## src/pcmx_ram.sv

```systemverilog
// simple dual-port ram with registered read data
`timescale 1ns / 1ps
`default_nettype none
module pcmx_ram #(
    parameter int DEPTH = 256,
    parameter int WIDTH = 8
) (
    input  wire logic                     i_clk,
    input  wire logic                     i_wr_en,
    input  wire logic [$clog2(DEPTH)-1:0] i_wr_addr,
    input  wire logic [WIDTH-1:0]         i_wr_data,
    input  wire logic                     i_rd_en,
    input  wire logic [$clog2(DEPTH)-1:0] i_rd_addr,
    output logic      [WIDTH-1:0]         o_rd_data
);

    logic [WIDTH-1:0] r_mem [DEPTH];
    logic [WIDTH-1:0] r_rd_data;

    always_ff @(posedge i_clk) begin
        if (i_wr_en) begin
            r_mem[i_wr_addr] <= i_wr_data;
        end
        if (i_rd_en) begin
            r_rd_data <= r_mem[i_rd_addr];
        end
    end

    assign o_rd_data = r_rd_data;

endmodule
`default_nettype wire

```

## config.mk

```make
export PLATFORM = sky130hd
export DESIGN_NAME = pcmx_ram
export DESIGN_NICKNAME = d
export VERILOG_FILES = /design/src/pcmx_ram.sv
export SDC_FILE = /design/constraint.sdc
export NUM_CORES = 2
export LEC_CHECK = 0
export BUFFER_PORTS_ARGS = -buffer_cell sky130_fd_sc_hd__clkbuf_2
export CORE_UTILIZATION = 34
export CTS_CLUSTER_DIAMETER = 60
export CTS_CLUSTER_SIZE = 8
export DETAILED_ROUTE_END_ITERATION = 12
export SETUP_SLACK_MARGIN = 0.15
export SLEW_MARGIN = 40
export SYNTH_ARGS = -nofsm -noshare
export SYNTH_HDL_FRONTEND = slang
export SYNTH_SLANG_ARGS = --single-unit
```

## constraint.sdc

```tcl
create_clock -name i_clk -period 5.7 [get_ports i_clk]
set_input_delay 0.855 -clock i_clk [delete_from_list [all_inputs] [get_ports i_clk]]
set_output_delay 0.855 -clock i_clk [all_outputs]
set_load 0.005 [all_outputs]
```

-- After elaboration in Yosys (flattened, before gate mapping)
Memories as Yosys holds them, arrays and structs flattened. A register that Yosys moved wholly into a read port is not among the register bits.
Cells that the tools add are included.
- $add $sub $neg: 0
- multipliers: 0
- divide/modulo/power cells: 0
- order comparisons: 0
- eq/ne operators: 0
- shift-type cells: 0
- mux-type cells: 2
- bitwise gates (word level): 0
- reductions and logical operators: 0
- operators with widths (kind ; number):
    $mux 1 ; 2
- register bits after elaboration: 0
- latch bits: 0
- bits in writable memories: 2048
- ROM bits: 0
- output and inout bits: 8
- memories kept: 1
- memory list (name ; depth ; width ; rd ports ; clocked after Yosys merged registers in ; wr ports ; line ; RTL):
    r_mem ; 256 ; 8 ; 1 ; 1 ; 1 ; 17 ; logic [WIDTH-1:0] r_mem [DEPTH];

-- Longest topological paths before layout
- depth in word-level cells: 2
- mapped depth: 11
- depth with buffers taken out: 6

-- Worst setup path after synthesis
Ideal clock, no wire load.
- path type: in2reg
- from: input port i_rd_addr[0]
- to: register r_rd_data[2] (netlist: o_rd_data[2]) (read register of r_mem) (data pin)
- library setup time: 0.269 ns
- data arrival time: 2.662 ns
- data required time: 5.431 ns
- setup slack: 2.769 ns
- stages on the path: 9
- buffers on the path: 4
- cell sequence: buf_6 -> buf_12 -> buf_8 -> buf_2 -> mux4_2 -> a22oi_1 -> a21oi_1 -> nor4_1 -> nor4_2
- RTL lines (element ; line ; RTL):
    from (decl) ; 13 ; input wire logic [$clog2(DEPTH)-1:0] i_rd_addr,
    to (decl) ; 18 ; logic [WIDTH-1:0] r_rd_data;

==> results.json <==
{
  "outcome": "completed",
  "critPathKind": "input port to register",
  "endpoint_kind": "register",
  "worst_pin_slew_ps": 912.9,
  "htreeDepth": 5,
  "ant_nets": 0,
  "grt_max_degree": 145,
  "cp_slowest_cell": "nor3_2",
  "yosysSeqAreaShare": 0.7753,
  "synth_warnings": 0,
  "grt_first_pass_wirelength_um": 292300,
  "cap_violations": 0,
  "nets": 3996,
  "cp-start-kind": "input port",
  "instances_no_fill": 7118,
  "yosysMostFrequentCell": "edfxtp_1",
  "place_inst": 6787,
  "finish.instance_area_sq_um": 92220,
  "cts_tree": "done",
  "synth_edf_count": 2056,
  "cp_num_buf_inv": 2,
  "path_clk_slew_ps": 50,
  "finalCriticalPeriod_ps": 3412,
  "fin_worst_hold_slack_ps": 330.9,
  "cp_top_family": "simple AND/OR/NAND/NOR gates",
  "start_util": 0.3421,
  "die_x_um": 486.0,
  "cts_resized": 0,
  "globalRouteTotalUtil": 0.1711,
  "io_buffers": 34,
  "power_leakage_nw": 28.14,
  "synth_area_sq_um": 79640,
  "placed_area_sq_um": 83970,
  "synth_fp_nets": 3760,
  "drive_gt1_frac": 0.2806,
  "clock_latency_ps": 900,
  "synth_cells": 3733,
  "dieHeight_um": 486.0,
  "ctsHoldBuffers": 0,
  "cp.arrival_ps": 4040,
  "synth_top_area_share": 0.7753,
  "ys_top_cells_by_area": "edfxtp_1, mux4_2, mux2i_1",
  "cpPeakStageDelay_ps": 620,
  "path_common_cell": "a21oi_1",
  "rows": 177,
  "p_per_area_nw_per_um2": 366.8,
  "clkSinkCount": 2056,
  "clock-root-buffer": "clkbuf_16",
  "dr.pass1.iters": 6,
  "critical_path.cell_chain": "buf_8, buf_4, nand3b_1, o221ai_1, a21oi_1, a21oi_1, nor3_2, nor4_2",
  "rsz0062_at_grt": "no",
  "hold_violations": 0,
  "antenna_found_initial": 9,
  "finalSetupViolCount": 0,
  "fp.coreArea_sq_um": 232800,
  "avgSynthCellArea_sq_um": 21.33,
  "drt_wl_total_um": 203700,
  "via_per_inst": 5.463,
  "fin_crit_sh": 0.5987,
  "hpwl_um": 122400,
  "post-cts-setup-buffers": 0,
  "async_flop_share": 0,
  "slew_headroom": 0.3897,
  "critPathRequiredTime_ps": 6320,
  "io_pins": 35,
  "syn2layout_area_growth_pct": 15.80,
  "clk_path_buf_depth": 4,
  "place_congestion": 0.8314,
  "path_max_fanout": 80,
  "remaining_drc_errors": 0,
  "first_iter_violations": 4386,
  "slew_violations": 0,
  "ys.flop_type": "edfxtp_1",
  "wl_per_cell_um": 28.62,
  "ys_types": 54,
  "grt_overflow": 0,
  "yosysTopAreaCell": "edfxtp_1",
  "first_global_vias": 39850,
  "utilization": 0.3962,
  "vias": 38880,
  "irDropWorstVdd_mv": 0.2069,
  "final.setup_skew_ps": 56.57,
  "clock.fmax_mhz": 293.0,
  "tns_ps": 0,
  "ys_seq_elements": 2056,
  "dieArea_sq_um": 236200,
  "cts_buffers": 308,
  "min_path_type": "input port to register",
  "synth_commonest_cells": "edfxtp_1, mux4_2, nor2_1"
}
==> cell families after synthesis <==
| group | Yosys count | synth area share |
|---|---|---|
| flops | 2056 | 0.7753 |
| mux | 591 | 0.1460 |
| simple gates | 466 | 0.02625 |
| compound gates | 385 | 0.03416 |
| buf+inv | 235 | 0.01829 |
==> where the power goes <==
group | internal (mW) | total, mW | switching [mW] | leakage (nW)
Sequential | 16.7 | 16.7 | 0.0215 | 18.5
Clock | 9.60 | 15.6 | 5.95 | 3.90
Combinational | 0.527 | 1.53 | 1.01 | 5.75
==> final timing paths <==
kind / start / end / slack (ps) / depth (start not counted)
setup / recovery: i_rd_addr[1] / o_rd_data[2] / 2290 / 8
hold / removal: i_wr_data[4] / r_mem[90][4] / 330 / 1
setup reg to reg: r_mem[82][5] / o_rd_data[5] / 2850 / 6
hold reg to reg: r_mem[33][5] / o_rd_data[5] / 1110 / 6
==> cells in the final DEF (no fill, tap or decap), types with 13 or more instances in the layout <==
cell type     n
edfxtp_1   2056
mux2i_1     134
o22ai_1      28
mux4_2      454
buf_12       21
buf_4        95
a22oi_1     133
a221oi_1     13
a211oi_1     15
nor3_1       19
nand3_1      24
nor2_2      135
a21oi_1      96
nor2_1      145
nand2_1      28
o221ai_1     46
clkbuf_16   313
nor2b_1      28
nor4_1       16
clkbuf_2     21
==> stage by stage <==
step | worst slack (ps) | total power [mW]
CTS | 2287 | 34.03
finish | 2288 | 33.82
floorplan | 2769 | 17.82
global placement | 1054 | 18.51
detailed placement | 1345 | 18.55
global route | 2178 | 34.68
==> sequential cells by signal, indices dropped and copies added (netlist names) <==
register / flops
r_mem: 2048
o_rd_data: 8
==> metal layers <==
metal	vias up	share of wire	GRT usage
met5	-	0	0
met2	1627	0.48	0.2737
met1	20840	0.41	0.2333
met4	0	0.030	0.05839
li1	16050	-	-
met3	368	0.072	0.03323
==> final cells by class <==
type                    instances  area, sq um
fillers                     20440       140500
flip-flops and latches       2056        61740
multi-input cells            1442        16970
clock buffers                 314         7836
well taps                    3132         3919
repair buffers                159         1658
clock inverters                 8        82.58
diodes                          5        12.51
inverters                       2        7.507
No activity file was read; power rests on OpenSTA's default activity.
