**src/pcmx_pkg.sv**
```systemverilog
// shared constants, types and helpers for the pcm mixer
`timescale 1ns / 1ps
`default_nettype none
package pcmx_pkg;

    localparam int N_STREAMS  = 4;
    localparam int FIFO_DEPTH = 256;
    localparam int PTR_W      = $clog2(FIFO_DEPTH);
    localparam int SUM_W      = 10 + $clog2(N_STREAMS);

    localparam logic [7:0] MID_LEVEL = 8'd128;
    localparam logic [7:0] TOP_LEVEL = 8'd255;

    typedef enum logic [1:0] {
        MODE_OPEN  = 2'd0,
        MODE_CLOSE = 2'd1,
        MODE_PUSH  = 2'd2,
        MODE_MIX   = 2'd3
    } t_mode;

    typedef struct packed {
        logic                 valid;
        logic                 mix;
        logic [N_STREAMS-1:0] use_mask;
        logic                 any_data;
        logic                 dropped;
    } t_stage;

    function automatic logic [PTR_W-1:0] next_ptr(input logic [PTR_W-1:0] p);
        logic [PTR_W-1:0] q;
        if (p == PTR_W'(FIFO_DEPTH - 1)) begin
            q = '0;
        end else begin
            q = p + 1'b1;
        end
        return q;
    endfunction

endpackage
`default_nettype wire

```
**src/pcmx_ctrl.sv**
```systemverilog
// stream pointers, active mask and per-beat command decode
`timescale 1ns / 1ps
`default_nettype none
module pcmx_ctrl (
    input  wire logic                                              i_clk,
    input  wire logic                                              i_rst_n,
    input  wire logic                                              i_valid,
    input  wire pcmx_pkg::t_mode                                   i_mode,
    input  wire logic [1:0]                                        i_stream,
    input  wire logic                                              i_take,
    output logic                                                   o_ready,
    output logic                                                   o_rd_en,
    output logic [pcmx_pkg::N_STREAMS-1:0]                         o_wr_en,
    output logic [pcmx_pkg::N_STREAMS-1:0][pcmx_pkg::PTR_W-1:0]    o_wr_addr,
    output logic [pcmx_pkg::N_STREAMS-1:0][pcmx_pkg::PTR_W-1:0]    o_rd_addr,
    output pcmx_pkg::t_stage                                       o_stage
);
    import pcmx_pkg::*;

    logic [N_STREAMS-1:0][PTR_W-1:0] r_wr_ptr, n_wr_ptr;
    logic [N_STREAMS-1:0][PTR_W-1:0] r_rd_ptr, n_rd_ptr;
    logic [N_STREAMS-1:0]            r_active, n_active;
    t_stage                          r_stage, n_stage;
    logic [N_STREAMS-1:0]            wr_en;
    logic                            accept;

    assign o_ready = !r_stage.valid || i_take;
    assign accept  = i_valid && o_ready;

    always_comb begin
        logic hit;
        logic empty;
        logic full;
        n_wr_ptr         = r_wr_ptr;
        n_rd_ptr         = r_rd_ptr;
        n_active         = r_active;
        wr_en            = '0;
        n_stage          = '0;
        n_stage.valid    = 1'b1;
        n_stage.mix      = (i_mode == MODE_MIX);
        for (int k = 0; k < N_STREAMS; k++) begin
            hit   = (32'(i_stream) == k);
            empty = (r_wr_ptr[k] == r_rd_ptr[k]);
            full  = (next_ptr(r_wr_ptr[k]) == r_rd_ptr[k]);
            if (r_active[k] && !empty) begin
                n_stage.any_data = 1'b1;
            end
            case (i_mode)
                MODE_MIX: begin
                    if (r_active[k] && !empty) begin
                        n_stage.use_mask[k] = 1'b1;
                        n_rd_ptr[k]         = next_ptr(r_rd_ptr[k]);
                    end
                end
                MODE_OPEN, MODE_CLOSE: begin
                    if (hit) begin
                        n_active[k] = (i_mode == MODE_OPEN);
                        n_wr_ptr[k] = '0;
                        n_rd_ptr[k] = '0;
                    end
                end
                MODE_PUSH: begin
                    if (hit) begin
                        n_active[k] = 1'b1;
                        if (full) begin
                            n_stage.dropped = 1'b1;
                        end else begin
                            wr_en[k]    = 1'b1;
                            n_wr_ptr[k] = next_ptr(r_wr_ptr[k]);
                        end
                    end
                end
                default: begin
                end
            endcase
        end
    end

    always_ff @(posedge i_clk) begin
        if (!i_rst_n) begin
            r_wr_ptr <= '0;
            r_rd_ptr <= '0;
            r_active <= '0;
            r_stage  <= '0;
        end else begin
            if (accept) begin
                r_wr_ptr <= n_wr_ptr;
                r_rd_ptr <= n_rd_ptr;
                r_active <= n_active;
                r_stage  <= n_stage;
            end else if (i_take) begin
                r_stage.valid <= 1'b0;
            end
        end
    end

    assign o_rd_en   = accept;
    assign o_wr_en   = wr_en & {N_STREAMS{accept}};
    assign o_wr_addr = r_wr_ptr;
    assign o_rd_addr = r_rd_ptr;
    assign o_stage   = r_stage;

`ifndef SYNTH
    for (genvar g = 0; g < N_STREAMS; g++) begin : g_ptr_chk
        assert property (@(posedge i_clk) disable iff (!i_rst_n)
            (32'(r_wr_ptr[g]) < FIFO_DEPTH) && (32'(r_rd_ptr[g]) < FIFO_DEPTH))
            else $error("stream pointer out of range");
    end

    assert property (@(posedge i_clk) disable iff (!i_rst_n)
        r_stage.valid && r_stage.dropped |-> !r_stage.mix)
        else $error("drop flagged on a mix beat");

    assert property (@(posedge i_clk) disable iff (!i_rst_n)
        r_stage.valid && !r_stage.mix |-> r_stage.use_mask == '0)
        else $error("stream data used on a non-mix beat");

    assert property (@(posedge i_clk) disable iff (!i_rst_n)
        accept |=> r_stage.valid)
        else $error("accepted beat lost before the output stage");

    assert property (@(posedge i_clk) disable iff (!i_rst_n)
        r_stage.valid && !i_take |=> $stable(r_stage) && $stable(r_rd_ptr))
        else $error("stalled stage or read pointers changed");
`endif

endmodule
`default_nettype wire

```
**config.mk**
```make
export PLATFORM = sky130hd
export DESIGN_NAME = pcmx_ctrl
export DESIGN_NICKNAME = d
export VERILOG_FILES = /design/src/pcmx_pkg.sv /design/src/pcmx_ctrl.sv
export SDC_FILE = /design/constraint.sdc
export NUM_CORES = 1
export LEC_CHECK = 0
export BUFFER_PORTS_ARGS = -buffer_cell sky130_fd_sc_hd__buf_4
export CORE_MARGIN = 5
export CORE_UTILIZATION = 35
export CTS_CLUSTER_SIZE = 28
export DETAILED_ROUTE_END_ITERATION = 8
export GPL_ROUTABILITY_DRIVEN = 0
export PLACE_DENSITY = 0.67
export SETUP_SLACK_MARGIN = 0.5
export SLEW_MARGIN = 20
export SYNTH_ARGS = -nofsm -noshare
export SYNTH_HDL_FRONTEND = slang
export SYNTH_SLANG_ARGS = --single-unit
```
**constraint.sdc**
```tcl
create_clock -name i_clk -period 2.55 [get_ports i_clk]
set_input_delay 0.3825 -clock i_clk [delete_from_list [all_inputs] [get_ports i_clk]]
set_output_delay 0.3825 -clock i_clk [all_outputs]
set_load 0.01 [all_outputs]
```
# --- Yosys cells after proc, flatten, opt, wreduce, memory -nomap -nowiden ---
# Index checks and enable logic that the tools add are counted.
classes:
  magnitude_cmp: 0
  n_shift: 0
  n_mux: 81
  n_mul: 0
  n_bitwise: 1
  addsub: 8
  n_div: 0
  reduce_logical: 29
  eq_ne: 38
op_table:
  columns: ["op", "n"]
  rows:
  - ["2-to-1 mux 8 bit", 24]
  - ["case mux 8 bit (2 select lines)", 8]
  - ["adder 8 x 1 -> 8 bit (second input constant)", 8]
  - ["== test 8 bit", 8]
  - ["== test 8 bit (second input constant)", 8]
  - ["2-to-1 mux 1 bit", 45]
  - ["AND reduction 4 bit", 8]
  - ["inequality test 2 bit (second input constant)", 12]
  - ["AND reduction 5 bit", 4]
  - ["== test 2 bit (second input constant)", 4]
  - ["inequality test 2 x 1 -> 1 bit (second input constant)", 4]
  - ["case mux 1 bit (2 select lines)", 4]
  - ["nonzero test 2 bit", 3]
  - ["logical AND 1 bit", 5]
  - ["zero test 1 bit", 5]
  - ["AND 4 bit", 1]
  - ["== test 2 x 1 -> 1 bit (second input constant)", 2]
  - ["zero test 2 bit", 2]
  - ["OR reduction 2 bit", 1]
  - ["logical OR 1 bit", 1]
totals:
  word_cells: 174
  romBits: 0
  memories: 0
  inputBits: 8
  regBits: 76
  latchBits: 0
  ramBits: 0

# --- Longest topological paths before layout ---
logic_depth:
  word_depth: 15
  mapped_depth: 11
  mapped_depth_nobuf: 9

# --- Worst setup path after synthesis ---
# Ideal clock, no wire load.
synth_path:
  path_type: "register to output"
  from: "register r_wr_ptr, in the netlist o_wr_addr[25]"
  to: "output port o_wr_en[3] in the netlist's numbering"
  slack_ns: -0.129
  arrival_time_ns: 2.297
  path_stages_with_launch: 11
  cell_sequence: "dfxtp_1 ha_1 buf_4 nand3_4 or4b_4 o211ai_2 mux2i_1 or4_1 buf_6 nand3_4 inv_1"
synth_via:
  elab_chain_len: 7
  elab_cells_between_ends: 8
synth_lines:
  columns: ["item", "line", "source"]
  rows:
  - ["from (decl)", "pcmx_ctrl.sv:20", "logic [N_STREAMS-1:0][PTR_W-1:0] r_wr_ptr, n_wr_ptr;"]
  - ["from (signal assigned)", "pcmx_ctrl.sv:87", "r_wr_ptr <= n_wr_ptr;"]
  - ["adder 8 x 1 -> 8 bit or == test 8 bit (tied branches)", "pcmx_pkg.sv:34, pcmx_pkg.sv:31", null]
  - ["2-to-1 mux 8 bit (*)", "pcmx_pkg.sv:31", "if (p == PTR_W'(FIFO_DEPTH - 1)) begin"]
  - ["== test 8 bit (*)", "pcmx_ctrl.sv:44", "full = (next_ptr(r_wr_ptr[k]) == r_rd_ptr[k]);"]
  - ["2-to-1 mux 1 bit (*)", "pcmx_ctrl.sv:65", "if (full) begin"]
  - ["2-to-1 mux 1 bit (*)", "pcmx_ctrl.sv:63", "if (hit) begin"]
  - ["2-to-1 mux 1 bit (*)", "pcmx_ctrl.sv:48", "case (i_mode)"]
  - ["AND 4 bit (*)", "pcmx_ctrl.sv:98", "assign o_wr_en = wr_en & {N_STREAMS{accept}};"]
  - ["to (decl)", "pcmx_ctrl.sv:13", "output logic [pcmx_pkg::N_STREAMS-1:0] o_wr_en,"]
# Mark *: on every way between the ends. The rest lies on a longest branch, timed or not.

# --- Worst setup path in the final report ---
layout_path:
  from: "register r_wr_ptr, in the netlist o_wr_addr[16]"
  to: "output port o_wr_en[2] in the netlist's numbering"
# The elaborated chain is that of the path after synthesis.

==> results.json <==
{
  "outcome": "finished with violations",
  "violations": "setup timing",
  "synth_edf_count": 0,
  "grt_max_degree": 30,
  "dp_hpwl_um": 12200,
  "synth_xor_area_share_pct": 13.1,
  "setup_violations": 4,
  "drc": 0,
  "core_um2": 14600,
  "htree_levels": 3,
  "final_common_cell": "buf_4",
  "fp.dieH_um": 132,
  "ios": 86,
  "dieWidth_um": 132,
  "synth.distinct_cells": 79,
  "muxShareOfSynthArea_pct": 1.73,
  "critPathKind": "reg -> out",
  "io_buffers": 85,
  "yosysTopAreaCellShare_pct": 29.2,
  "nNetsFinal": 874,
  "ff2ff_path_depth": 9,
  "synth_compound_area_share_pct": 20.3,
  "endpoint": "o_wr_en[2]",
  "leakagePower_uw": 0.00338,
  "grt_pass1_wl_um": 30100,
  "area_growth_pct": 62.3,
  "ys_seq_area_share_pct": 29.2,
  "async_flop_share_pct": 0,
  "insertion_delay_ns": 0.35,
  "maxCapViolCount": 0,
  "worst_ir_drop_vdd_uv": 296,
  "synthCells": 652,
  "cts_buffers": 9,
  "cts_root_buffer": "clkbuf_16",
  "yosysTopAreaCell": "dfxtp_1",
  "clk_path_buf_depth": 2,
  "num_rows": 44,
  "synth_top_family_by_area": "simple AND/OR/NAND/NOR gates",
  "hold_violations": 0,
  "drt-pass1-iter-count": 5,
  "track_usage_pct": 20.7,
  "final_util_pct": 58.0,
  "finClkSkew_ns": 0.00633,
  "reg2reg_setup_slack_ns": 0.04,
  "fin_crit_sh_pct": 109,
  "route.detailed.wl_per_inst_um": 18.5,
  "synth_top_cells_by_area": "dfxtp_1 (29%), xor2_1 (8.1%), xnor2_1 (5.0%), nor2_1 (4.5%), nand2_1 (3.6%)",
  "netlist_area_um2": 5220,
  "syn_avg_cell_area_um2": 8.00,
  "antenna_found_initial": 0,
  "reg2reg_to": "o_wr_addr[22]",
  "wirelength_um": 19300,
  "worst_slew_pin_slew_ns": 0.782,
  "clkSinkCount": 76,
  "dpl_worst_slack_ns": 0.0435,
  "register_area_um2": 1610,
  "clkTransAtPathRegs_ns": 0.06,
  "timing.final.ws_setup_ns": -0.217,
  "antenna_left": 0,
  "syn_nets": 668,
  "hold_start": "i_mode[0]",
  "p_total_uw": 2960,
  "cts_tree": "built",
  "min_period_ns": 2.77,
  "worstPathMaxFanout": 5,
  "yosys_warnings": 0,
  "final_cell_mix": "buf_4 (197), nor2_1 (60), nand2_1 (46)",
  "crit_path_end_kind": "output port",
  "fill_cells": 1222,
  "drt-vias-per-instance": 5.77,
  "multi_input_area_um2": 4260,
  "slew_violations": 0,
  "fin_tns_setup_ns": -0.598,
  "rsz0062_at_grt": "true",
  "die-area_um2": 17400,
  "start_kind": "flip-flop",
  "hold_class": "in -> reg",
  "worst_ep_required_time_ns": 2.17,
  "powerDensity_nw_per_um2": 349,
  "overflow": 0,
  "synthSimpleGateAreaFrac_pct": 28.5,
  "grt_pass1_vias": 5833,
  "critPathArrivalTime_ns": 2.38,
  "antenna_cells": 0,
  "synth-main-ff-cell": "dfxtp_1",
  "ctsHoldBuffers": 0,
  "slew_headroom_pct": 47.8,
  "num_vias": 6045,
  "holdWs_ns": 0.292,
  "initial_core_util_pct": 35.8,
  "drive_above_1_share_pct": 48.1,
  "fmax_mhz": 361,
  "drtIter0Drc": 560,
  "rr_startpoint": "o_wr_addr[16]",
  "critPathLaunch": "o_wr_addr[16]",
  "synth-seq-cells": 76,
  "yosys.area_share.adder_pct": 1.92
}
[worst max-delay path, cell delays in order, from the launching register on]
cell     delay (ns)
dfxtp_4        0.36
ha_4           0.16
buf_6          0.12
a21o_1         0.18
a221o_1        0.31
or4_4          0.56
nor2_4         0.11
nor3_2         0.05
buf_4          0.18
[layer usage]
metal | wire length (µm) | track usage (%) | share of wire [%] | vias to the layer above
li1 | - | - | - | 2814
met1 | 8270 | 27.3 | 43 | 2963
met2 | 9480 | 33.6 | 49 | 227
met3 | 1170 | 4.35 | 6.0 | 41
met4 | 427 | 7.09 | 2.2 | 0
met5 | 0 | 0 | 0 | -
[kinds of logic (layout without fill, tap and decap cells)]
| kind of cell | Yosys count | after routing |
|---|---|---|
| adder cells (fa/ha/maj) | 8 | 8 |
| flip-flops | 76 | 76 |
| buffers and inverters | 58 | 269 |
| AO/OA/AOI/OAI | 147 | 147 |
| AND/OR/NAND/NOR | 276 | 276 |
| multiplexers | 9 | 9 |
| XOR/XNOR | 78 | 78 |
[per-stage QoR]
step	cell area [µm²]	instances
floorplan	5550	652
global placement	6590	940
detailed placement	6590	940
CTS	7930	1023
global route	8470	1047
finish	8470	1047
[flip-flops by register name (all words and copies together) (netlist names)]
signal and count:
o_stage 8, r_active 4, o_rd_addr 32, o_wr_addr 32
[where the power goes]
group | switching [µW] | internal (µW)
sequential | 14.9 | 1180
combinational | 204 | 163
clock | 537 | 861
[worst min-delay path by stage]
stage / slack, ns / end / depth (start not counted)
final: 0.29 / r_active[1] / 2
after global placement: 0.44 / o_stage[6] / 2
after global routing: 0.29 / r_active[1] / 2
after floorplan: 0.45 / r_active[0] / 2
after detailed placement: 0.46 / o_stage[6] / 2
after CTS: 0.27 / r_active[1] / 2
[layout make-up]
cell class / count / share of cell area, %
clock buffer: 9 / 2.66
clock inverter: 7 / 1.18
inverter: 15 / 0.709
multi-input combinational: 518 / 50.3
sequential: 76 / 19.1
tap: 184 / 2.72
timing repair buffer: 238 / 23.4
[synthesized netlist by cell type, drive strengths merged (3+ instances only)]
cell type / instances
o22ai: 3
a2111oi: 4
a211o: 3
ha: 8
nand3b: 3
dfxtp: 76
o21ai: 21
xor2: 48
o21a: 4
nor2: 63
a211oi: 6
a31oi: 7
or4b: 3
clkbuf: 22
o22a: 3
nand4: 26
o211ai: 11
nand2b: 9
buf: 20
inv: 14
nor3: 16
nand3: 40
or3: 6
or2: 4
or4: 10
a21o: 8
nand2: 50
and3: 13
nor4: 8
o32ai: 3
and4: 4
o31ai: 8
mux2i: 9
and2: 11
o311ai: 6
a21oi: 34
nor2b: 5
xnor2: 30
[what timing repair did]
item	in CTS	in global routing
resized for setup	125	70
buffers inserted	67	24
endpoints found under the setup margin	66	69
pin swaps	56	32
No activity file was read; power rests on OpenSTA's default activity.
