===== config.mk =====
export PLATFORM = sky130hd
export DESIGN_NAME = pcmx_mix
export DESIGN_NICKNAME = d
export VERILOG_FILES = /design/src/pcmx_pkg.sv /design/src/pcmx_mix.sv
export SDC_FILE = /design/constraint.sdc
export NUM_CORES = 1
export LEC_CHECK = 0
export BUFFER_PORTS_ARGS = -buffer_cell sky130_fd_sc_hd__buf_4
export CAP_MARGIN = 0
export CORE_MARGIN = 2
export CORE_UTILIZATION = 44
export DETAILED_ROUTE_END_ITERATION = 7
export PLACE_DENSITY = 0.75
export SLEW_MARGIN = 40
export SYNTH_ARGS = -nofsm -noshare
export SYNTH_HDL_FRONTEND = slang
export SYNTH_SLANG_ARGS = --single-unit
export TNS_END_PERCENT = 1

===== constraint.sdc =====
create_clock -name i_clk -period 8.9 [get_ports i_clk]
set_input_delay 1.78 -clock i_clk [delete_from_list [all_inputs] [get_ports i_clk]]
set_output_delay 1.78 -clock i_clk [all_outputs]
set_load 0.005 [all_outputs]

===== src/pcmx_pkg.sv =====
// shared constants, types and helpers for the pcm mixer
`timescale 1ns / 1ps
`default_nettype none
package pcmx_pkg;

    localparam int N_STREAMS  = 4;
    localparam int FIFO_DEPTH = 256;
    localparam int PTR_W      = $clog2(FIFO_DEPTH);
    localparam int SUM_W      = 10 + $clog2(N_STREAMS);

    localparam logic [7:0] MID_LEVEL = 8'd128;
    localparam logic [7:0] TOP_LEVEL = 8'd255;

    typedef enum logic [1:0] {
        MODE_OPEN  = 2'd0,
        MODE_CLOSE = 2'd1,
        MODE_PUSH  = 2'd2,
        MODE_MIX   = 2'd3
    } t_mode;

    typedef struct packed {
        logic                 valid;
        logic                 mix;
        logic [N_STREAMS-1:0] use_mask;
        logic                 any_data;
        logic                 dropped;
    } t_stage;

    function automatic logic [PTR_W-1:0] next_ptr(input logic [PTR_W-1:0] p);
        logic [PTR_W-1:0] q;
        if (p == PTR_W'(FIFO_DEPTH - 1)) begin
            q = '0;
        end else begin
            q = p + 1'b1;
        end
        return q;
    endfunction

endpackage
`default_nettype wire


===== src/pcmx_mix.sv =====
// sums the popped bytes around the midpoint, clamps, and holds the result beat
`timescale 1ns / 1ps
`default_nettype none
module pcmx_mix (
    input  wire logic                                    i_clk,
    input  wire logic                                    i_rst_n,
    input  wire pcmx_pkg::t_stage                        i_stage,
    input  wire logic [pcmx_pkg::N_STREAMS-1:0][7:0]     i_rd_data,
    input  wire logic                                    i_m_tready,
    output logic                                         o_take,
    output logic                                         o_m_tvalid,
    output logic [7:0]                                   o_sample,
    output logic                                         o_any_data,
    output logic                                         o_dropped
);
    import pcmx_pkg::*;

    logic [SUM_W-1:0] acc;
    logic [7:0]       clamped;
    logic             r_valid;
    logic [7:0]       r_sample;
    logic             r_any_data;
    logic             r_dropped;

    always_comb begin
        acc = SUM_W'(MID_LEVEL);
        for (int k = 0; k < N_STREAMS; k++) begin
            if (i_stage.use_mask[k]) begin
                acc = acc + SUM_W'(i_rd_data[k]) - SUM_W'(MID_LEVEL);
            end
        end
        if (acc[SUM_W-1]) begin
            clamped = '0;
        end else if (|acc[SUM_W-2:8]) begin
            clamped = TOP_LEVEL;
        end else begin
            clamped = acc[7:0];
        end
    end

    assign o_take = !r_valid || i_m_tready;

    always_ff @(posedge i_clk) begin
        if (!i_rst_n) begin
            r_valid <= 1'b0;
        end else if (o_take) begin
            r_valid <= i_stage.valid;
        end
    end

    always_ff @(posedge i_clk) begin
        if (o_take && i_stage.valid) begin
            r_sample   <= clamped;
            r_any_data <= i_stage.any_data;
            r_dropped  <= i_stage.dropped;
        end
    end

    assign o_m_tvalid = r_valid;
    assign o_sample   = r_sample;
    assign o_any_data = r_any_data;
    assign o_dropped  = r_dropped;

endmodule
`default_nettype wire


# Yosys cells after proc, flatten, opt, wreduce, memory -nomap -nowiden

Index checks and enable logic that the tools add are counted.

Add/subtract/negate cells: 8
Muxes and demuxes: 5
Reductions and logical operators: 4

Operator list:

| cell                  | number |
|---|---|
| $mux 12               | 4 |
| $add 12x8->12         | 3 |
| $sub 12x8->12 const B | 3 |
| $sub 9x8->10 const B  | 1 |
| $add 8x8->9 const A   | 1 |
| $mux 8                | 1 |
| $reduce_or 3->1       | 1 |
| $logic_and 1x1->1     | 1 |
| $logic_not 1->1       | 1 |
| $logic_or 1x1->1      | 1 |

Register bits after elaboration: 11
Bits of input ports: 43
Output and inout bits: 12
Logic and storage cells: 21

# Depth between registers and ports, before layout

Gate-level depths: netlist of the first run.

Depth in word-level cells: 14
Gate-level depth with buffers: 28
Depth with buffers taken out: 28

# Least setup slack after synthesis of the first run

Ideal clock, no wire load.

Kind: input-to-reg
Start point: input port i_rd_data[1] in the netlist's numbering
End point: register r_sample[0] (netlist: o_sample[0]), data pin
Library setup time: 0.278 ns
Arrival time: 6.822 ns
Data required time: 8.622 ns
Slack: 1.800 ns
Cell stages on the path: 26
Buffers on the path: 0
Path through: and2_1 > ha_1 > ha_1 > inv_1 > fa_1 > xnor2_1 > mux2_2 > ha_1 > ha_1 > nor2b_1 > o31a_1 > o21ai_0 > nand2b_1 > xnor2_1 > mux2_2 > ha_1 > inv_1 > ha_1 > a21o_1 > a21oi_1 > nor2b_1 > a311oi_1 > xor2_1 > nand2_1 > o31ai_2 > a21oi_1

Word-level cells in the longest chain between the ends: 14

RTL lines:

| element              | RTL line       | source |
|---|---|---|
| from (decl)          | pcmx_mix.sv:8  | `input wire logic [pcmx_pkg::N_STREAMS-1:0][7:0] i_rd_data,` |
| $add 8x8->9 (*)      | pcmx_mix.sv:29 | `acc = acc + SUM_W'(i_rd_data[k]) - SUM_W'(MID_LEVEL);` |
| $sub 9x8->10 (*)     | pcmx_mix.sv:29 |  |
| $mux 12 (*)          | pcmx_mix.sv:28 | `if (i_stage.use_mask[k]) begin` |
| $add 12x8->12        | pcmx_mix.sv:29 |  |
| $sub 12x8->12        | pcmx_mix.sv:29 |  |
| $mux 12 (*)          | pcmx_mix.sv:28 |  |
| $add 12x8->12        | pcmx_mix.sv:29 |  |
| $sub 12x8->12        | pcmx_mix.sv:29 |  |
| $mux 12 (*)          | pcmx_mix.sv:28 |  |
| $add 12x8->12        | pcmx_mix.sv:29 |  |
| $sub 12x8->12        | pcmx_mix.sv:29 |  |
| $mux 12 (*)          | pcmx_mix.sv:28 |  |
| $reduce_or 3->1      | pcmx_mix.sv:34 | `end else if (\|acc[SUM_W-2:8]) begin` |
| $mux 8               | pcmx_mix.sv:34 |  |
| to (signal assigned) | pcmx_mix.sv:53 | `r_sample <= clamped;` |
| to (decl)            | pcmx_mix.sv:21 | `logic [7:0] r_sample;` |

Mark *: on every way between the ends. The rest lies on a longest branch, timed or not.
A chain may end at the register's enable or synchronous reset.

# Worst setup path after layout of the first run

Start point: input port i_stage[2] in the netlist's numbering
End point: register r_sample[1] (netlist: o_sample[1]), data pin

Word-level cells in the longest chain between the ends: 12

RTL lines:

| element         | RTL line       | source |
|---|---|---|
| from (decl)     | pcmx_mix.sv:7  | `input wire pcmx_pkg::t_stage i_stage,` |
| $mux 12 (*)     | pcmx_mix.sv:28 |  |
| $add 12x8->12   | pcmx_mix.sv:29 |  |
| $sub 12x8->12   | pcmx_mix.sv:29 |  |
| $mux 12 (*)     | pcmx_mix.sv:28 |  |
| $add 12x8->12   | pcmx_mix.sv:29 |  |
| $sub 12x8->12   | pcmx_mix.sv:29 |  |
| $mux 12 (*)     | pcmx_mix.sv:28 |  |
| $add 12x8->12   | pcmx_mix.sv:29 |  |
| $sub 12x8->12   | pcmx_mix.sv:29 |  |
| $mux 12 (*)     | pcmx_mix.sv:28 |  |
| $reduce_or 3->1 | pcmx_mix.sv:34 |  |
| $mux 8          | pcmx_mix.sv:34 |  |

Marked as above.

==> flow_summary.ini, run 1 <==
[status]
status = complete, no violations

[sta]
whs_ns = 0.5337
slew_headroom_pct = 59.52
rsz0062_at_grt = false
setup_viol = 0
finalHoldViolations = 0
period_share_pct = 84.28
tightest_slew_ns = 0.6036
finalSetupTns_ns = 0
final.setup_skew_ns = 0.004305
max_freq_ghz = 0.1333
drv_slew = 0
fin_crit_ns = 7.501

[critical_path]
cp.arrival_ns = 7.46
timing.rr.end = o_dropped$_DFFE_PP_
r2r_slack_ns = 7.75
reg2reg_from = o_m_tvalid$_SDFFE_PN0N_
ff2ff_path_depth = 2
path_class = in -> reg
start_kind = primary input
crit_required_ns = 8.86
crit_fanout = 8
endpoint_kind = register

[routing]
drtIter0Drc = 59
viasPerCell = 5.300
first_pass_iters = 4
ant_nets = 0
routed_wl_um = 4573
num_vias = 2067
drcViolationCount = 0
routedWlPerCell_um = 11.73

[yosys]
ys_async_sr_fraction_pct = 0
ys_types = 46
synth_edf_count = 10
ys_ff_latch = 11
synth_warnings = 0
ys.flop_type = edfxtp_1
avgSynthCellArea_um2 = 8.618
synth_nets = 365
synth_seq_area_share_pct = 13.87
syn_area_mm2 = 0.002310
syn_inst = 268

[cells_and_area]
design_area_mm2 = 0.002823
n_antenna_cell = 0
drive_above_1_share_pct = 23.44
nFillCells = 481
layout_common_cells = 53 x buf_4, 51 x ha_1, 29 x inv_1
syn2layout_area_growth_pct = 22.21
post-route-util_pct = 55.62
final_nets = 418
final_common_cell = buf_4

[place]
gp_congestion = 0.8187
place_area_mm2 = 0.002776
io_buffers = 53
dpl.hpwl_um = 3975

[min_path]
whs_path_depth = 2
holdCritStartpoint = o_m_tvalid$_SDFFE_PN0N_
hold_end = o_m_tvalid$_SDFFE_PN0N_
hp-class = reg -> reg

[power]
p_per_area_mw_per_mm2 = 162.8
power.total_uw = 459.5
ir_drop_uv = 91.99
p_leak_nw = 1.405

[grt]
grt_use_met1_pct = 19.80
grt.busiest_layer = met2
antenna_found_initial = 0
grt_use_total_pct = 15.81
grt_pass1_wl_um = 7859
met3_usage_pct = 2.844
overflow = 0
grt_pass1_vias = 1913
grt_max_degree = 18
met2_usage_pct = 28.41

[run]
max_cap_viol_count = 0

[floorplanning]
die_x_um = 76.45
rows = 26
fp.dieArea_mm2 = 0.005845
pin_count = 55
die_h_um = 76.45
coreArea_mm2 = 0.005075
initial_utilization_pct = 45.51

[clocking]
cts.htree.levels = 1
clock-root-buffer = clkbuf_8
cts_setup_buffers = 0
clk_pin_slew_worst_paths_ns = 0.05
ctsHoldBuffers = 0
clock-sinks = 11
clockBufferDepth = 2
cts_resized = 0
cts_made_buffers = 3
cts_tree = done
clock_latency_ns = 0.24
stage by stage:
step / std cells / worst slack [ns]
after floorplan: 268 / 1.800
after global placement: 386 / 1.267
after detailed placement: 386 / 1.191
after CTS: 390 / 1.432
after global routing: 390 / 1.047
final: 390 / 1.399
power by group:
group	internal, mW	switching, mW
Clock	0.0307	0.0181
Sequential	0.0785	0.00326
Combinational	0.162	0.167
layout make-up:
class                           count  area (µm²)  share of cell area [%]
Sequential cell                    11       320.3                   11.35
Clock inverter                      1       5.005                  0.1773
Inverter                           30       112.6                   3.989
Clock buffer                        3       41.29                   1.463
Timing Repair Buffer               53       397.9                   14.10
Tap cell                           70       87.58                   3.103
Multi-Input combinational cell    222        1858                   65.82
synth_stat cells, drive strengths merged, types with 2 or more instances:
cell / n / share of area, %
a211o: 2 / 0.76
nor2: 8 / 1.3
and4: 2 / 0.76
o22ai: 2 / 0.54
mux2: 11 / 5.4
nand3: 4 / 0.87
nor3: 2 / 0.65
clkbuf: 5 / 0.81
a211oi: 4 / 1.3
nor2b: 5 / 1.4
mux2i: 5 / 2.2
a311oi: 2 / 1.0
xor2: 8 / 3.0
ha: 51 / 28
xnor2: 9 / 3.4
o31a: 2 / 0.76
or2: 2 / 0.54
o21bai: 2 / 0.65
o211ai: 4 / 1.5
a21o: 8 / 2.6
fa: 3 / 2.6
nand2: 13 / 2.1
edfxtp: 10 / 13
o21ai: 18 / 3.9
a21oi: 26 / 5.6
o21a: 6 / 2.0
inv: 29 / 4.7
and3: 2 / 0.54
and2: 7 / 1.9
nand2b: 4 / 1.1
kinds of logic (layout without fill, tap and decap cells):
family | count (synthesis) | count (layout) | share of synthesized area, %
compound gates | 81 | 81 | 22.70
flops | 11 | 11 | 13.87
xor+xnor | 18 | 18 | 7.422
buf+inv | 35 | 87 | 5.688
fa+ha+maj | 54 | 54 | 30.23
mux | 16 | 16 | 7.530
simple gates | 53 | 53 | 12.57
state kept, by name, summed over array words and instances, names as in the netlist:
| signal | cells |
|---|---|
| o_sample | 8 |
| o_any_data | 1 |
| o_dropped | 1 |
| o_m_tvalid | 1 |
worst max path at each step:
stage                                end  slack [ns]  depth (start not counted)    startpoint
2_1_floorplan  o_sample[0]$_SDFFCE_PP0P_        1.80                         26  i_rd_data[1]
3_3_place_gp   o_sample[1]$_SDFFCE_PP0P_        1.27                         27    i_stage[2]
3_5_place_dp   o_sample[3]$_SDFFCE_PP0P_        1.19                         26    i_stage[2]
4_1_cts        o_sample[0]$_SDFFCE_PP0P_        1.43                         26    i_stage[2]
5_1_grt        o_sample[3]$_SDFFCE_PP0P_        1.05                         26    i_stage[2]
6_report       o_sample[1]$_SDFFCE_PP0P_        1.40                         26    i_stage[2]
worst max-delay path, stage by stage:
cell      delay, ns
buf_4          0.13
and2_1         0.14
ha_1           0.27
ha_1           0.19
inv_1          0.06
fa_1           0.40
nor2b_1        0.17
o31a_1         0.18
o21ai_1        0.10
and4_1         0.21
a211o_1        0.24
ha_1           0.27
inv_1          0.03
ha_1           0.23
or3_4          0.43
or2_2          0.29
o22ai_1        0.15
xnor2_1        0.10
mux2i_1        0.25
ha_1           0.33
and3_1         0.22
a311oi_1       0.32
xor2_1         0.18
nand2_1        0.08
o31ai_2        0.55
a21oi_1        0.15
layer usage:
layer | part of all wire [%] | vias up
li1 | - | 1089
met1 | 46 | 922
met2 | 49 | 52
met3 | 4.4 | 4
met4 | 0.55 | 0
met5 | 0 | -
(Power assumes the default switching activity.)
==> run 2, diff against run 1 <==
PLACE_DENSITY = 0.77   (was 0.75)
clock period = 6.9 ns   (was 8.9 ns; I/O delays follow)
==> run 2 against run 1 <==
Count of clock-buffer cells in the layout rose by 1. Sequential power rose by 30%. Core utilization rose by 4.6 points. Largest power group unchanged. Total power rose by 45%. Critical path depth rose by 2. First-iteration DRC count rose by 1.7%. Routed wire length rose by 8.1%.
==> flow_summary.ini, run 2 (same netlist as run 1, synthesis figures left out) <==
[sta]
setup_ws_ns = 0.2642
finalHoldViolations = 0
slew_headroom_pct = 70.60
fin_crit_ns = 6.636
final.setup_skew_ns = 0.001836
tightest_slew_ns = 0.4410
finalSetupTns_ns = 0
period_share_pct = 96.17
drv_slew = 0
max_freq_ghz = 0.1507
setup_viol = 0

[grt]
antenna_found_initial = 0
grt_use_total_pct = 17.20
grt_max_degree = 18
grt_pass1_wl_um = 8700
overflow = 0
grt_pass1_vias = 2101

[cells_and_area]
multi_input_comb_area_mm2 = 0.001903
largest_reg_flops = 8
final_nets = 443
final_common_cell = buf_4
design_area_mm2 = 0.003054
layout_common_cells = 78 x buf_4, 49 x ha_1, 29 x inv_1
area.sequential_um2 = 320.3
post-route-util_pct = 60.18
n_antenna_cell = 0
nFillCells = 462
syn2layout_area_growth_pct = 32.23
drive_above_1_share_pct = 31.59

[clocking]
clockBufferDepth = 2
cts_tree = done
clock-root-buffer = clkbuf_8
ctsHoldBuffers = 0
clock_latency_ns = 0.24
clock-sinks = 11
cts_made_buffers = 3
cts.htree.levels = 1
clk_pin_slew_worst_paths_ns = 0.05

[critical_path]
ff2ff_path_depth = 2
crit_required_ns = 6.88
endpoint_kind = register
cp.arrival_ns = 6.62
start_kind = primary input
crit_fanout = 8
path_class = in -> reg

[floorplanning]
die_h_um = 76.45
fp.dieArea_mm2 = 0.005845
pin_count = 55
rows = 26
coreArea_mm2 = 0.005075
die_x_um = 76.45
initial_utilization_pct = 45.51

[min_path]
hp-class = reg -> reg
whs_path_depth = 2

[power]
p_per_area_mw_per_mm2 = 218.7
power.total_uw = 668.0
p_leak_nw = 1.532
ir_drop_uv = 109.3

[status]
status = complete, no violations

[run]
max_cap_viol_count = 0

[routing]
routedWlPerCell_um = 11.91
viasPerCell = 5.229
ant_nets = 0
routed_wl_um = 4942
first_pass_iters = 4
num_vias = 2170
drtIter0Drc = 60
drcViolationCount = 0

[place]
io_buffers = 53
dpl.hpwl_um = 4182
place_ws_ns = -0.1256
place_area_mm2 = 0.002957
gp_congestion = 0.8692
## run 2: cell types whose count changed in the layout (fill, tap and decap cells not counted), moves of 2 or more
cell,before,now
buf_4,53,78
a21oi_1,26,24
ha_1,51,49
a21oi_2,0,2
## run 2: layout make-up
type                            instances  area share (%)
Inverter                               30           3.687
Clock buffer                            4           1.475
Tap cell                               70           2.868
Multi-Input combinational cell        222           62.31
Timing Repair Buffer                   78           19.17
Sequential cell                        11           10.49
## run 2: power breakdown
group | switching, mW | internal, mW
Clock | 0.0231 | 0.0405
Sequential | 0.00445 | 0.101
Combinational | 0.238 | 0.260
## run 2: routing by layer
layer,GRT usage [%],share of wire [%]
met1,21.89,46
met2,32.12,51
met3,1.303,2.3
met4,2.727,0.85
met5,0,0
## run 2: worst max-delay path, cell delays in order
cell and delay (ns):
buf_4 0.12, and2_1 0.14, ha_1 0.28, ha_1 0.17, inv_1 0.06, fa_2 0.36, xnor2_1 0.13, mux2_2 0.28
ha_1 0.28, ha_1 0.33, nor2b_1 0.16, o31a_1 0.28, o21ai_1 0.14, nand2b_1 0.09, xnor2_1 0.12, mux2_2 0.27
ha_1 0.27, inv_1 0.04, ha_1 0.32, a21o_1 0.16, a21oi_1 0.14, nor2b_1 0.08, a311oi_2 0.28, xor2_1 0.17
nand2_1 0.08, o31ai_2 0.21, buf_4 0.20, a21oi_1 0.08
## run 2: final timing paths
check                                              from                   endpoint  slack [ns]
worst max-delay path                         i_stage[2]  o_sample[4]$_SDFFCE_PP0P_        0.26
worst min register to register  o_m_tvalid$_SDFFE_PN0N_    o_m_tvalid$_SDFFE_PN0N_        0.56
worst max register to register  o_m_tvalid$_SDFFE_PN0N_  o_sample[4]$_SDFFCE_PP0P_        5.73
worst min-delay path            o_m_tvalid$_SDFFE_PN0N_    o_m_tvalid$_SDFFE_PN0N_        0.56
## run 2: repair_timing
item,CTS,global route
resized for setup,0,11
setup endpoints to repair,0,8
setup buffers,0,1
## run 2: metrics by stage
step / hold WS (ns) / cells
finish: 0.5560 / 415
global route: 0.5960 / 415
floorplan: 0.5366 / 268
detailed placement: 0.5442 / 410
global placement: 0.5113 / 410
CTS: 0.5529 / 414
